**config.mk**
```make
export PLATFORM = sky130hd
export DESIGN_NAME = mpe_section_to_ethernet_top_flat
export DESIGN_NICKNAME = d
export VERILOG_FILES = /design/src/rtl/mpe_pkg.sv /design/src/rtl/mpe_in_if.sv /design/src/rtl/mpe_out_if.sv /design/src/rtl/mpe_section_to_ethernet_top.sv /design/src/flat_wrapper.sv
export VERILOG_INCLUDE_DIRS = /design/src /design/src/rtl
export SDC_FILE = /design/constraint.sdc
export NUM_CORES = 1
export LEC_CHECK = 0
export BUFFER_PORTS_ARGS = -buffer_cell sky130_fd_sc_hd__buf_2
export CORE_UTILIZATION = 40
export CTS_CLUSTER_SIZE = 40
export DETAILED_ROUTE_END_ITERATION = 7
export GPL_ROUTABILITY_DRIVEN = 0
export HOLD_SLACK_MARGIN = 0.12
export MAX_ROUTING_LAYER = met4
export SKIP_CTS_REPAIR_TIMING = 1
export SLEW_MARGIN = 20
export SYNTH_ARGS = -nofsm -noshare
export SYNTH_HDL_FRONTEND = slang
export SYNTH_SLANG_ARGS = --single-unit
```
**constraint.sdc**
```tcl
create_clock -name clk -period 6.6 [get_ports clk]
set_input_delay 0.66 -clock clk [delete_from_list [all_inputs] [get_ports clk]]
set_output_delay 0.66 -clock clk [all_outputs]
set_load 0.01 [all_outputs]
```
**src/rtl/assert_macros.svh**
```systemverilog
// Assertion macros shared by the RTL files; empty when SYNTHESIS is defined.
`ifndef ASSERT_MACROS_SVH
`define ASSERT_MACROS_SVH
`ifndef SYNTHESIS
// Same-cycle implication, disabled during reset.
`define ASSERT_IMP(label, clk, rst, ante, cons) \
  label: assert property (@(posedge clk) disable iff (rst) (ante) |-> (cons)) \
    else $error("same-cycle assertion failed");
// Next-cycle implication, disabled during reset.
`define ASSERT_NXT(label, clk, rst, ante, cons) \
  label: assert property (@(posedge clk) disable iff (rst) (ante) |=> (cons)) \
    else $error("next-cycle assertion failed");
`else
`define ASSERT_IMP(label, clk, rst, ante, cons)
`define ASSERT_NXT(label, clk, rst, ante, cons)
`endif
`endif

```
**src/rtl/mpe_pkg.sv**
```systemverilog
// Types and constants of the MPE section to Ethernet converter.
package mpe_pkg;

  // Section position counter and its limits.
  localparam int IDX_W             = 13;
  typedef logic [IDX_W-1:0] idx_t;
  localparam int MAX_SECTION_BYTES = 4096;
  localparam int HDR_BYTES         = 12;
  localparam int MIN_SECTION_BYTES = 16;
  localparam int ETH_HDR_BYTES     = 14;
  localparam int CRC_BYTES         = 4;

  localparam idx_t IDX_MAX      = {IDX_W{1'b1}};
  localparam idx_t IDX_HDR_END  = idx_t'(HDR_BYTES - 1);
  localparam idx_t IDX_HDR      = idx_t'(HDR_BYTES);
  localparam idx_t IDX_MAXSEC   = idx_t'(MAX_SECTION_BYTES);
  localparam idx_t IDX_PAY_OUT  = idx_t'(MIN_SECTION_BYTES);

  // Payload length field.
  localparam int PL_W = 12;
  typedef logic [PL_W-1:0] pl_t;

  // Header check constants.
  localparam logic [7:0] SEL_MASK    = 8'hfd;
  localparam logic [7:0] SEL_VALUE   = 8'hc1;
  localparam logic [7:0] LLC_BIT     = 8'h02;
  localparam logic [7:0] ETH_TYPE_HI = 8'h08;
  localparam logic [7:0] ETH_TYPE_LO = 8'h00;

  // Closing status codes.
  typedef enum logic [2:0] {
    ST_OK       = 3'd0,
    ST_SHORT    = 3'd1,
    ST_BAD      = 3'd2,
    ST_LLC      = 3'd3,
    ST_FRAG     = 3'd4,
    ST_OVERSIZE = 3'd5
  } status_t;

  // Destination address class.
  typedef enum logic [1:0] {
    CL_UNICAST   = 2'd0,
    CL_MULTICAST = 2'd1,
    CL_BROADCAST = 2'd2
  } class_t;

endpackage

```
**src/rtl/mpe_in_if.sv**
```systemverilog
// Input channel: one section byte per word with a last-byte mark.
interface mpe_in_if;
  logic       valid;
  logic       ready;
  logic [7:0] section_byte;
  logic       last_byte;

  modport source (output valid, output section_byte, output last_byte, input ready);
  modport sink (input valid, input section_byte, input last_byte, output ready);
endinterface

```
**src/rtl/mpe_out_if.sv**
```systemverilog
// Output channel: Ethernet frame bytes and closing status words.
interface mpe_out_if;
  logic              valid;
  logic              ready;
  logic [7:0]        frame_byte;
  logic              frame_byte_valid;
  logic              frame_end;
  mpe_pkg::status_t  status;
  mpe_pkg::class_t   frame_class;
  mpe_pkg::pl_t      payload_length;
  logic [31:0]       good_frames;
  logic [31:0]       error_frames;

  modport source (
    output valid, output frame_byte, output frame_byte_valid, output frame_end,
    output status, output frame_class, output payload_length,
    output good_frames, output error_frames, input ready
  );
  modport sink (
    input valid, input frame_byte, input frame_byte_valid, input frame_end,
    input status, input frame_class, input payload_length,
    input good_frames, input error_frames, output ready
  );
endinterface

```
**src/rtl/mpe_section_to_ethernet_top.sv**
```systemverilog
// Top level of the MPE section to Ethernet frame converter.
//
// The sec channel takes one section byte per word, header first, with
// last_byte set on the final byte. The frm channel returns frame bytes
// (frame_byte_valid high) and, once per section, a closing status word
// (frame_end high) with the class, payload length and running counters.
// Each accepted byte is decoded in the accept cycle into a pending slot;
// the slot feeds a single output register that drives frm. One word
// leaves per cycle, and payload bytes are accepted one per cycle, while
// frm is ready. Header byte 11 of a good header queues the 14-byte
// Ethernet header, which holds input until its last byte leaves; the
// final byte of a forwarded section carries both a payload byte and the
// closing word, which holds input until its payload byte leaves.
// When frm stalls, the output register holds and the pending slot fills,
// after which sec ready drops. Reset clears the position counter, header
// verdict, counters and all pending and output valid flags; no clearing
// pass is needed. A section with a bad header still closes with a status
// word; frame bytes already delivered for it are to be discarded.
`include "assert_macros.svh"

module mpe_section_to_ethernet_top (
  input  logic          clk,
  input  logic          rst,
  mpe_in_if.sink        sec,
  mpe_out_if.source     frm
);

  localparam logic [3:0] HDR_LAST = 4'(mpe_pkg::ETH_HDR_BYTES - 1);

  // Section state.
  mpe_pkg::idx_t    byte_index;
  logic [7:0]       header_store [mpe_pkg::HDR_BYTES];
  logic [7:0]       crc_delay [mpe_pkg::CRC_BYTES];
  mpe_pkg::status_t header_verdict;
  logic [31:0]      packet_count;
  logic [31:0]      byte_count;
  logic [31:0]      error_count;
  logic [31:0]      dropped_count;

  // Pending slot: queued Ethernet header, payload byte and closing word.
  logic             hdr_v;
  logic [3:0]       hdr_idx;
  logic             pay_v;
  logic [7:0]       pay_byte;
  logic             end_v;
  mpe_pkg::status_t end_status;
  mpe_pkg::class_t  end_class;
  mpe_pkg::pl_t     end_pl;
  logic [31:0]      end_good;
  logic [31:0]      end_err;

  // Output register.
  logic             out_valid;
  logic [7:0]       out_byte;
  logic             out_byte_valid;
  logic             out_end;
  mpe_pkg::status_t out_status;
  mpe_pkg::class_t  out_class;
  mpe_pkg::pl_t     out_pl;
  logic [31:0]      out_good;
  logic [31:0]      out_err;

  // Decode signals.
  logic             in_fire;
  logic             is_hdr;
  logic             is_over;
  logic             is_pay;
  mpe_pkg::status_t hdr_check;
  mpe_pkg::status_t verdict_upd;
  mpe_pkg::status_t st;
  mpe_pkg::class_t  cls;
  logic             emit_hdr;
  logic             emit_pay;
  logic [13:0]      len;
  logic [13:0]      pl_full;
  mpe_pkg::pl_t     pl_sat;
  logic             all_ff;
  logic             cnt_good;
  logic             cnt_llc;
  logic             cnt_err;
  logic [31:0]      packet_count_next;
  logic [31:0]      error_count_next;
  logic             out_free;
  logic             pend_any;
  logic             pend_last;
  logic [7:0]       hdr_byte;

  assign in_fire = sec.valid && sec.ready;

  // Position classes of the incoming byte.
  assign is_hdr  = byte_index < mpe_pkg::IDX_HDR;
  assign is_over = byte_index >= mpe_pkg::IDX_MAXSEC;
  assign is_pay  = !is_hdr && !is_over;

  // Header check on bytes 5 and 7.
  always_comb begin
    if ((header_store[5] & mpe_pkg::SEL_MASK) != mpe_pkg::SEL_VALUE) begin
      hdr_check = mpe_pkg::ST_BAD;
    end else if ((header_store[5] & mpe_pkg::LLC_BIT) != 8'h00) begin
      hdr_check = mpe_pkg::ST_LLC;
    end else if (header_store[7] != 8'h00) begin
      hdr_check = mpe_pkg::ST_FRAG;
    end else begin
      hdr_check = mpe_pkg::ST_OK;
    end
  end

  // Verdict after this byte, before the section closes.
  always_comb begin
    if (byte_index == mpe_pkg::IDX_HDR_END) begin
      verdict_upd = hdr_check;
    end else if (is_over && header_verdict == mpe_pkg::ST_OK) begin
      verdict_upd = mpe_pkg::ST_OVERSIZE;
    end else begin
      verdict_upd = header_verdict;
    end
  end

  assign emit_hdr = (byte_index == mpe_pkg::IDX_HDR_END) && (hdr_check == mpe_pkg::ST_OK)
                    && !sec.last_byte;
  assign emit_pay = is_pay && (byte_index >= mpe_pkg::IDX_PAY_OUT)
                    && (header_verdict == mpe_pkg::ST_OK);

  // Closing status and payload length.
  assign len     = {1'b0, byte_index} + 14'd1;
  assign pl_full = len - 14'(mpe_pkg::MIN_SECTION_BYTES);
  assign pl_sat  = (pl_full > 14'({mpe_pkg::PL_W{1'b1}})) ? {mpe_pkg::PL_W{1'b1}}
                                                           : pl_full[mpe_pkg::PL_W-1:0];
  assign st      = (len < 14'(mpe_pkg::MIN_SECTION_BYTES)) ? mpe_pkg::ST_SHORT : verdict_upd;

  // Destination class from the stored MAC bytes.
  assign all_ff = (header_store[11] == 8'hff) && (header_store[10] == 8'hff) &&
                  (header_store[9] == 8'hff) && (header_store[8] == 8'hff) &&
                  (header_store[4] == 8'hff) && (header_store[3] == 8'hff);
  always_comb begin
    if (!header_store[11][0]) begin
      cls = mpe_pkg::CL_UNICAST;
    end else if (all_ff) begin
      cls = mpe_pkg::CL_BROADCAST;
    end else begin
      cls = mpe_pkg::CL_MULTICAST;
    end
  end

  // Counter updates on a closing byte.
  assign cnt_good = sec.last_byte && (st == mpe_pkg::ST_OK);
  assign cnt_llc  = sec.last_byte && (st == mpe_pkg::ST_LLC);
  assign cnt_err  = sec.last_byte && (st != mpe_pkg::ST_OK) && (st != mpe_pkg::ST_LLC);
  assign packet_count_next = packet_count + {31'd0, cnt_good};
  assign error_count_next  = error_count + {31'd0, cnt_err};

  // Section state registers.
  always_ff @(posedge clk) begin
    if (rst) begin
      byte_index     <= '0;
      header_verdict <= mpe_pkg::ST_OK;
      packet_count   <= '0;
      byte_count     <= '0;
      error_count    <= '0;
      dropped_count  <= '0;
    end else if (in_fire) begin
      packet_count <= packet_count_next;
      error_count  <= error_count_next;
      if (cnt_good) begin
        byte_count <= byte_count + 32'(pl_full) + 32'(mpe_pkg::ETH_HDR_BYTES);
      end
      if (cnt_llc) begin
        dropped_count <= dropped_count + 32'd1;
      end
      if (sec.last_byte) begin
        byte_index     <= '0;
        header_verdict <= mpe_pkg::ST_OK;
      end else begin
        header_verdict <= verdict_upd;
        if (byte_index != mpe_pkg::IDX_MAX) begin
          byte_index <= byte_index + mpe_pkg::idx_t'(1);
        end
      end
    end
  end

  // Header store and CRC delay line; contents are read only after being written.
  always_ff @(posedge clk) begin
    if (in_fire && is_hdr) begin
      header_store[byte_index[3:0]] <= sec.section_byte;
    end
    if (in_fire && is_pay) begin
      crc_delay[0] <= crc_delay[1];
      crc_delay[1] <= crc_delay[2];
      crc_delay[2] <= crc_delay[3];
      crc_delay[3] <= sec.section_byte;
    end
  end

  // Ethernet header byte at the current position.
  always_comb begin
    case (hdr_idx)
      4'd0:    hdr_byte = header_store[11];
      4'd1:    hdr_byte = header_store[10];
      4'd2:    hdr_byte = header_store[9];
      4'd3:    hdr_byte = header_store[8];
      4'd4:    hdr_byte = header_store[4];
      4'd5:    hdr_byte = header_store[3];
      4'd12:   hdr_byte = mpe_pkg::ETH_TYPE_HI;
      4'd13:   hdr_byte = mpe_pkg::ETH_TYPE_LO;
      default: hdr_byte = 8'h00;
    endcase
  end

  // Input is taken when the pending slot empties this cycle.
  assign out_free  = !out_valid || frm.ready;
  assign pend_any  = hdr_v || pay_v || end_v;
  assign pend_last = (hdr_v && hdr_idx == HDR_LAST && !pay_v && !end_v) ||
                     (!hdr_v && (pay_v ^ end_v));
  assign sec.ready = !pend_any || (pend_last && out_free);

  // Pending slot: drained one word per cycle while out_free, reloaded on accept.
  // An accept needs an empty slot or its last word leaving this cycle.
  always_ff @(posedge clk) begin
    if (rst) begin
      hdr_v <= 1'b0;
      pay_v <= 1'b0;
      end_v <= 1'b0;
    end else if (in_fire) begin
      hdr_v      <= emit_hdr;
      hdr_idx    <= 4'd0;
      pay_v      <= emit_pay;
      pay_byte   <= crc_delay[0];
      end_v      <= sec.last_byte;
      end_status <= st;
      end_class  <= (st == mpe_pkg::ST_OK) ? cls : mpe_pkg::CL_UNICAST;
      end_pl     <= (st == mpe_pkg::ST_OK) ? pl_sat : '0;
      end_good   <= packet_count_next;
      end_err    <= error_count_next;
    end else if (out_free && pend_any) begin
      if (hdr_v) begin
        if (hdr_idx == HDR_LAST) begin
          hdr_v <= 1'b0;
        end
        hdr_idx <= hdr_idx + 4'd1;
      end else if (pay_v) begin
        pay_v <= 1'b0;
      end else begin
        end_v <= 1'b0;
      end
    end
  end

  // Output register.
  always_ff @(posedge clk) begin
    if (rst) begin
      out_valid <= 1'b0;
    end else if (out_free) begin
      out_valid <= pend_any;
      if (hdr_v || pay_v) begin
        out_byte       <= hdr_v ? hdr_byte : pay_byte;
        out_byte_valid <= 1'b1;
        out_end        <= 1'b0;
        out_status     <= mpe_pkg::ST_OK;
        out_class      <= mpe_pkg::CL_UNICAST;
        out_pl         <= '0;
        out_good       <= '0;
        out_err        <= '0;
      end else begin
        out_byte       <= 8'h00;
        out_byte_valid <= 1'b0;
        out_end        <= 1'b1;
        out_status     <= end_status;
        out_class      <= end_class;
        out_pl         <= end_pl;
        out_good       <= end_good;
        out_err        <= end_err;
      end
    end
  end

  assign frm.valid            = out_valid;
  assign frm.frame_byte       = out_byte;
  assign frm.frame_byte_valid = out_byte_valid;
  assign frm.frame_end        = out_end;
  assign frm.status           = out_status;
  assign frm.frame_class      = out_class;
  assign frm.payload_length   = out_pl;
  assign frm.good_frames      = out_good;
  assign frm.error_frames     = out_err;

  // The Ethernet header burst keeps input closed until its final byte.
  `ASSERT_IMP(a_hdr_blocks_input, clk, rst, hdr_v && hdr_idx != HDR_LAST, !sec.ready)
  // A closing byte restarts the section position.
  `ASSERT_NXT(a_last_restarts, clk, rst, in_fire && sec.last_byte, byte_index == '0)
  // Rejected sections report unicast class and zero length.
  `ASSERT_IMP(a_reject_fields, clk, rst,
    out_valid && out_end && out_status != mpe_pkg::ST_OK,
    out_class == mpe_pkg::CL_UNICAST && out_pl == '0)

endmodule

```
**src/flat_wrapper.sv**
```systemverilog
// flat-port wrapper written by rule: the top's interface ports become plain ports
module mpe_section_to_ethernet_top_flat 
  (clk, rst, sec_valid, sec_section_byte, sec_last_byte, sec_ready, frm_valid, frm_frame_byte, frm_frame_byte_valid, frm_frame_end, frm_status, frm_frame_class, frm_payload_length, frm_good_frames, frm_error_frames, frm_ready);
  mpe_in_if sec_i ();
  mpe_out_if frm_i ();
  input  logic clk;
  input  logic rst;
  input wire logic [$bits(sec_i.valid)-1:0] sec_valid;
  input wire logic [$bits(sec_i.section_byte)-1:0] sec_section_byte;
  input wire logic [$bits(sec_i.last_byte)-1:0] sec_last_byte;
  output wire logic [$bits(sec_i.ready)-1:0] sec_ready;
  output wire logic [$bits(frm_i.valid)-1:0] frm_valid;
  output wire logic [$bits(frm_i.frame_byte)-1:0] frm_frame_byte;
  output wire logic [$bits(frm_i.frame_byte_valid)-1:0] frm_frame_byte_valid;
  output wire logic [$bits(frm_i.frame_end)-1:0] frm_frame_end;
  output wire logic [$bits(frm_i.status)-1:0] frm_status;
  output wire logic [$bits(frm_i.frame_class)-1:0] frm_frame_class;
  output wire logic [$bits(frm_i.payload_length)-1:0] frm_payload_length;
  output wire logic [$bits(frm_i.good_frames)-1:0] frm_good_frames;
  output wire logic [$bits(frm_i.error_frames)-1:0] frm_error_frames;
  input wire logic [$bits(frm_i.ready)-1:0] frm_ready;
  assign sec_i.valid = sec_valid;
  assign sec_i.section_byte = sec_section_byte;
  assign sec_i.last_byte = sec_last_byte;
  assign sec_ready = sec_i.ready;
  assign frm_valid = frm_i.valid;
  assign frm_frame_byte = frm_i.frame_byte;
  assign frm_frame_byte_valid = frm_i.frame_byte_valid;
  assign frm_frame_end = frm_i.frame_end;
  assign frm_status = frm_i.status;
  assign frm_frame_class = frm_i.frame_class;
  assign frm_payload_length = frm_i.payload_length;
  assign frm_good_frames = frm_i.good_frames;
  assign frm_error_frames = frm_i.error_frames;
  assign frm_i.ready = frm_ready;
  mpe_section_to_ethernet_top u_core (.clk(clk), .rst(rst), .sec(sec_i), .frm(frm_i));
endmodule
```
==> results_dict.tcl, run 1 <==
set metrics [dict create \
    grt_antenna_before_repair 1 \
    yosysSeqAreaShare 0.654 \
    leakage_nw 6.39 \
    reg2reg_setup_slack_ns 1.44 \
    die_h_um 198 \
    min_to "u_core.crc_delay[0][6]$_DFFE_PP_" \
    boundaryPins 106 \
    reg2reg_from "u_core.byte_index[0]$_SDFFE_PP0P_" \
    place_ws_ns 1.48 \
    port_buffers 105 \
    overflow 0 \
    crit_path_start_kind "flip-flop" \
    max-vdd-ir-drop_mv 0.184 \
    dpl_cell_area_um2 16400 \
    final_cell_mix "edfxtp_1 (280), buf_2 (105), nor2_1 (104), xor2_1 (92), and2_1 (89)" \
    vias 9680 \
    grt-busiest-layer "met2" \
    skew_ns 0.0169 \
    min_path_type "reg -> reg" \
    final_max_slew_viol_count 0 \
    clock_sinks 364 \
    design_area_um2 17700 \
    clock_latency_ns 0.54 \
    ctsRootBufferMaster "clkbuf_16" \
    powerDensity_nw_per_um2 271 \
    synth-edff-count 280 \
    grt_max_degree 86 \
    grt_pass1_wl_um 49800 \
    r2r-end "u_core.packet_count[30]$_SDFFE_PP0P_" \
    ys_ff_latch 364 \
    clkTransAtPathRegs_ns 0.06 \
    syn_inst 1248 \
    worstPathRequired_ns 7.05 \
    cp-end-kind "flip-flop" \
    drc 0 \
    grt_use_met3 0.0259 \
    maxSlewHeadroom 0.325 \
    syn_avg_cell_area_um2 12.4 \
    antenna_left 0 \
    cpMostUsedCell "ha_1" \
    utilization 0.467 \
    wl_um 30800 \
    worst_path_largest_cell_delay_ns 0.65 \
    met1_usage 0.219 \
    dieArea_um2 39400 \
    via_per_inst 5.17 \
    synthDistinctLibCells 65 \
    cts_buffers 40 \
    synth-main-ff-cell "edfxtp_1" \
    grt_use_met2 0.255 \
    max_slew.worst_pin.slew_ns 1.00 \
    core_area_um2 37800 \
    hold_violations 0 \
    dp_hpwl_um 19800 \
    dp.cells 1799 \
    fin_crit_sh 0.782 \
    fmax_mhz 194 \
    totalNegativeSetupSlack_ns 0 \
    cp.arrival_ns 5.61 \
    fin_ws_ns 1.44 \
    yosysWarnings 0 \
    status "complete, no violations" \
    design_power_total_mw 4.80 \
    grt_pass1_vias 9234 \
    routedWlPerCell_um 16.5 \
    finalSetupViolCount 0 \
    timing.final.crit_period_ns 5.16 \
    worstPathMaxFanout 14 \
    cts_tree "done" \
    maxCapViolations 0 \
    holdPathStages 0 \
    drive_gt1_frac 0.138 \
    die_x_um 198 \
    worstRegToRegCells 17 \
    synthArstFlopShare 0 \
    cts_buffer_depth 3 \
    holdWs_ns 0.418 \
    drt_pre_antenna_iters 5 \
    initial_utilization 0.408 \
    layout.cells.non_filler 1871 \
    cpMaxStageDelayCell "or4b_1" \
    hp-start "u_core.crc_delay[1][6]$_DFFE_PP_" \
    nNetsFinal 1357 \
    drt_iter0_markers 770 \
    syn2layout_area_growth_pct 14.7 \
    path_cells "ha_1, nand3_2, xnor2_1, inv_1, ha_1, nand3_1, nor4_1, or2_0, nor2_1, ha_1, ha_1, nand3_1, or4b_1, nor4_4, nand4_1, or3_1, a21oi_1" \
    synth_nets 1275 \
    grt_setup_unrepaired "no" \
    antennaDiodeCount 0 \
    final_common_cell "edfxtp_1" \
    netlist_area_um2 15400 \
    row_count 71 \
    path_class "reg -> reg" \
    grt_usage 0.165 \
    h-tree-depth 2 \
]
## registers in the layout, summed over array words and instances, names as in the netlist, 4 cells and up
register                   flops
u_core.header_store           64
u_core.end_err                32
u_core.end_pl                 12
u_core.frm.payload_length     12
u_core.end_good               32
u_core.hdr_idx                 4
u_core.packet_count           32
u_core.frm.error_frames       32
u_core.frm.frame_byte          8
u_core.byte_index             13
u_core.error_count            32
u_core.pay_byte                8
u_core.crc_delay              32
u_core.frm.good_frames        32
## cell usage after synthesis (9+ instances only)
cell type	number	area share
and2_1	89	0.036
nor4_1	14	0.0057
dfxtp_1	84	0.11
buf_2	10	0.0032
o21ai_0	21	0.0068
and3_1	13	0.0053
xor2_1	92	0.052
or3_1	15	0.0061
nor3_1	23	0.0075
nand2b_1	9	0.0036
clkbuf_1	63	0.015
a22oi_1	19	0.0092
inv_1	23	0.0056
and4_1	9	0.0051
a21oi_1	50	0.016
edfxtp_1	280	0.54
nand2_1	71	0.017
nand3_1	65	0.021
xnor2_1	42	0.024
nor2_1	106	0.026
nand4_1	45	0.018
ha_1	14	0.011
## layer usage
| metal | vias to the layer above | routed length (µm) |
|---|---|---|
| met5 | - | 0 |
| met4 | 0 | 903 |
| met2 | 269 | 14500 |
| met1 | 4644 | 14000 |
| li1 | 4698 | - |
| met3 | 69 | 1420 |
## worst max path at each step
stage | start | endpoint | slack, ns | depth (start not counted)
6_report | u_core.byte_index[0]$_SDFFE_PP0P_ | u_core.packet_count[30]$_SDFFE_PP0P_ | 1.44 | 17
5_1_grt | u_core.byte_index[0]$_SDFFE_PP0P_ | u_core.packet_count[30]$_SDFFE_PP0P_ | 0.98 | 17
4_1_cts | u_core.byte_index[0]$_SDFFE_PP0P_ | u_core.packet_count[30]$_SDFFE_PP0P_ | 1.46 | 17
3_5_place_dp | u_core.byte_index[0]$_SDFFE_PP0P_ | u_core.packet_count[30]$_SDFFE_PP0P_ | 1.48 | 17
3_3_place_gp | u_core.byte_index[0]$_SDFFE_PP0P_ | u_core.packet_count[30]$_SDFFE_PP0P_ | 1.64 | 17
2_1_floorplan | u_core.hdr_idx[1]$_SDFFCE_PP0P_ | u_core.end_class[0]$_SDFFCE_PN0P_ | 0.46 | 8
## area by class of cell
cell class                 instances  area (µm²)
inverter                          23        86.3
multi-input combinational        784        4980
clock buffer                      54        1070
fill                            3475       20200
timing repair buffer             117         628
sequential                       364       10100
clock inverter                    18         191
tap                              511         639
## logic make-up (layout without fill, tap and decap cells)
group,after synthesis,in the layout,share of synthesized area
AO/OA/AOI/OAI,132,132,0.0548
AND/OR/NAND/NOR,498,498,0.174
adder cells (fa/ha/maj),15,15,0.0120
flip-flops,364,364,0.654
XOR/XNOR,134,134,0.0761
buffers and inverters,100,212,0.0256
multiplexers,5,5,0.00349
## worst max-delay path: cells and delay by family (launching register included)
kind / cells / cell delay [ns]
and+or+nand+nor: 10 / 3.00
adders and majority gates: 4 / 1.00
buffers and inverters: 1 / 0.09
xor gates and xnor gates: 1 / 0.29
DFF: 1 / 0.54
AOI/OAI and AO/OA: 1 / 0.15
## report_power, final
group	leakage [nW]	internal, mW	switching, mW
Combinational	2.37	0.0414	0.101
Clock	0.609	1.26	0.876
Sequential	3.40	2.50	0.0154
Total	6.39	3.81	0.992
Power figures use the tool's default switching activity.
==> inputs of run 2 (changes only) <==
==> constraint.sdc (replaced) <==
create_clock -name clk -period 4.7 [get_ports clk]
set_input_delay 0.47 -clock clk [delete_from_list [all_inputs] [get_ports clk]]
set_output_delay 0.47 -clock clk [all_outputs]
set_load 0.01 [all_outputs]
==> run 2 against run 1 <==
Net effect: maximum frequency up 17%; register-to-register slack worse by 1.1 ns; sequential power up 40%; core utilization up 0.58 points; cell area up 1.2%; first-iteration DRC count down 2.2%; critical endpoint is now u_core.error_count[28]$_SDFFE_PP0P_; largest cell class unchanged.
==> results_dict.tcl, run 2 (synthesized netlist as in run 1, its figures left out) <==
set metrics [dict create \
    h-tree-depth 2 \
    grt_pass1_wl_um 50800 \
    final_common_cell "edfxtp_1" \
    leakage_nw 6.54 \
    timing.final.crit_period_ns 4.39 \
    die_x_um 198 \
    clock_sinks 364 \
    clkTransAtPathRegs_ns 0.06 \
    skew_ns 0.0312 \
    final_max_slew_viol_count 0 \
    reg2reg_setup_slack_ns 0.31 \
    dp_hpwl_um 20400 \
    ctsRootBufferMaster "clkbuf_16" \
    grt_antenna_before_repair 1 \
    antenna_left 0 \
    vias 9761 \
    worstRegToRegCells 14 \
    crit_path_start_kind "flip-flop" \
    totalNegativeSetupSlack_ns 0 \
    cts_buffer_depth 3 \
    crit_cells 14 \
    fmax_mhz 228 \
    cpMostUsedCell "ha_1" \
    cp.arrival_ns 4.80 \
    dieArea_um2 39400 \
    drt_iter0_markers 753 \
    path_class "reg -> reg" \
    cpMaxStageDelayCell "or4_1" \
    switching_share 0.210 \
    finalSetupViolCount 0 \
    grt_pass1_vias 9621 \
    cp-end-kind "flip-flop" \
    powerDensity_nw_per_um2 379 \
    worst_path_largest_cell_delay_ns 0.55 \
    maxSlewHeadroom 0.442 \
    min_path_type "in -> reg" \
    power_frac_clock 0.450 \
    wl_um 31900 \
    path_cells "ha_1, nand3_2, nor4_2, mux2_2, or4_1, a31oi_1, ha_1, and3_1, nand4_1, nor4_1, buf_4, nand3_1, xor2_1, nor2_1" \
    cts_buffers 39 \
    multiInputGateArea_um2 4990 \
    hold_violations 0 \
    seq_power_share 0.520 \
    r2r-end "u_core.error_count[28]$_SDFFE_PP0P_" \
    grt_usage 0.169 \
    drc 0 \
    fillers 3440 \
    worstPathRequired_ns 5.10 \
    grt_setup_unrepaired "no" \
    endpoint "u_core.error_count[28]$_SDFFE_PP0P_" \
    worstPathMaxFanout 10 \
    initial_utilization 0.408 \
    port_buffers 105 \
    grt_max_degree 61 \
    boundaryPins 106 \
    core_area_um2 37800 \
    power_frac_comb 0.030 \
    drive_gt1_frac 0.161 \
    crit_family "simple AND/OR/NAND/NOR gates" \
    nNetsFinal 1381 \
    cts_tree "done" \
    syn2layout_area_growth_pct 16.1 \
    overflow 0 \
    via_per_inst 5.15 \
    reg2reg_from "u_core.byte_index[1]$_SDFFE_PP0P_" \
    startpoint "u_core.byte_index[1]$_SDFFE_PP0P_" \
    largest_reg_flops 64 \
    status "complete, no violations" \
    die_h_um 198 \
    clock_latency_ns 0.55 \
    fin_crit_sh 0.935 \
    final_cell_mix "edfxtp_1 (280), buf_2 (105), nor2_1 (104), xor2_1 (92), and2_1 (89)" \
    routedWlPerCell_um 16.8 \
    max_slew.worst_pin.slew_ns 0.836 \
    design_power_total_mw 6.79 \
    crit_buf_inv 1 \
    row_count 71 \
    ff_latch_area_um2 10100 \
    intPower_mw 5.36 \
    maxCapViolations 0 \
    p_sw_mw 1.42 \
    max-vdd-ir-drop_mv 0.212 \
    drt_pre_antenna_iters 5 \
]
-- run 2: worst register-to-register path: stages, from the launching register on --
cell and delay [ns]:
dfxtp_2 0.42, ha_1 0.21, nand3_2 0.22, nor4_2 0.46, mux2_2 0.41, or4_1 0.55, a31oi_1 0.32, ha_1 0.27
and3_1 0.23, nand4_1 0.32, nor4_1 0.37, buf_4 0.18, nand3_1 0.08, xor2_1 0.18, nor2_1 0.06
-- run 2: how the worst min path moves through the flow --
stage / slack, ns / endpoint / cells after the start / from
2_1_floorplan: 0.40 / u_core.crc_delay[0][0]$_DFFE_PP_ / 0 / u_core.crc_delay[1][0]$_DFFE_PP_
3_3_place_gp: 0.40 / u_core.crc_delay[2][0]$_DFFE_PP_ / 0 / u_core.crc_delay[3][0]$_DFFE_PP_
3_5_place_dp: 0.40 / u_core.crc_delay[0][4]$_DFFE_PP_ / 0 / u_core.crc_delay[1][4]$_DFFE_PP_
5_1_grt: 0.25 / u_core.header_store[4][3]$_DFFE_PP_ / 1 / sec_section_byte[3]
4_1_cts: 0.22 / u_core.header_store[9][3]$_DFFE_PP_ / 1 / sec_section_byte[3]
6_report: 0.23 / u_core.crc_delay[3][3]$_DFFE_PP_ / 1 / sec_section_byte[3]
-- run 2: final cells by class --
class                   count  area share
clock buffers              50      0.0597
diodes                      1    0.000140
inverters                  23     0.00482
repair buffers            142      0.0449
flip-flops and latches    364       0.563
clock inverters            22      0.0126
multi-input cells         784       0.279
well taps                 511      0.0357
-- run 2: power by group through the flow --
stage	registers [mW]	clock network (mW)	logic, mW
CTS	3.53	3.14	0.210
finish	3.53	3.05	0.205
global placement	3.60	0	0.208
detailed placement	3.60	0	0.210
floorplan	3.62	0	0.0924
global route	3.54	3.25	0.227
-- run 2: metal layers --
layer  GRT usage  vias up  wire, µm
li1            -     4729         -
met1       0.222     4745     14500
met2       0.266      226     15000
met3      0.0285       61      1550
met4      0.0548        0       794
met5           -        -         0
-- run 2: metrics by stage --
step	util	instance area, µm²	setup slack (ns)	cells	hold slack [ns]
final	0.473	17900	0.307	1897	0.232
after global routing	0.473	17900	0.0477	1897	0.247
after CTS	0.473	17900	0.171	1896	0.219
after detailed placement	0.439	16600	0.185	1824	0.405
after global placement	0.439	16600	0.326	1824	0.402
after floorplan	-	15400	0.0449	1248	0.400
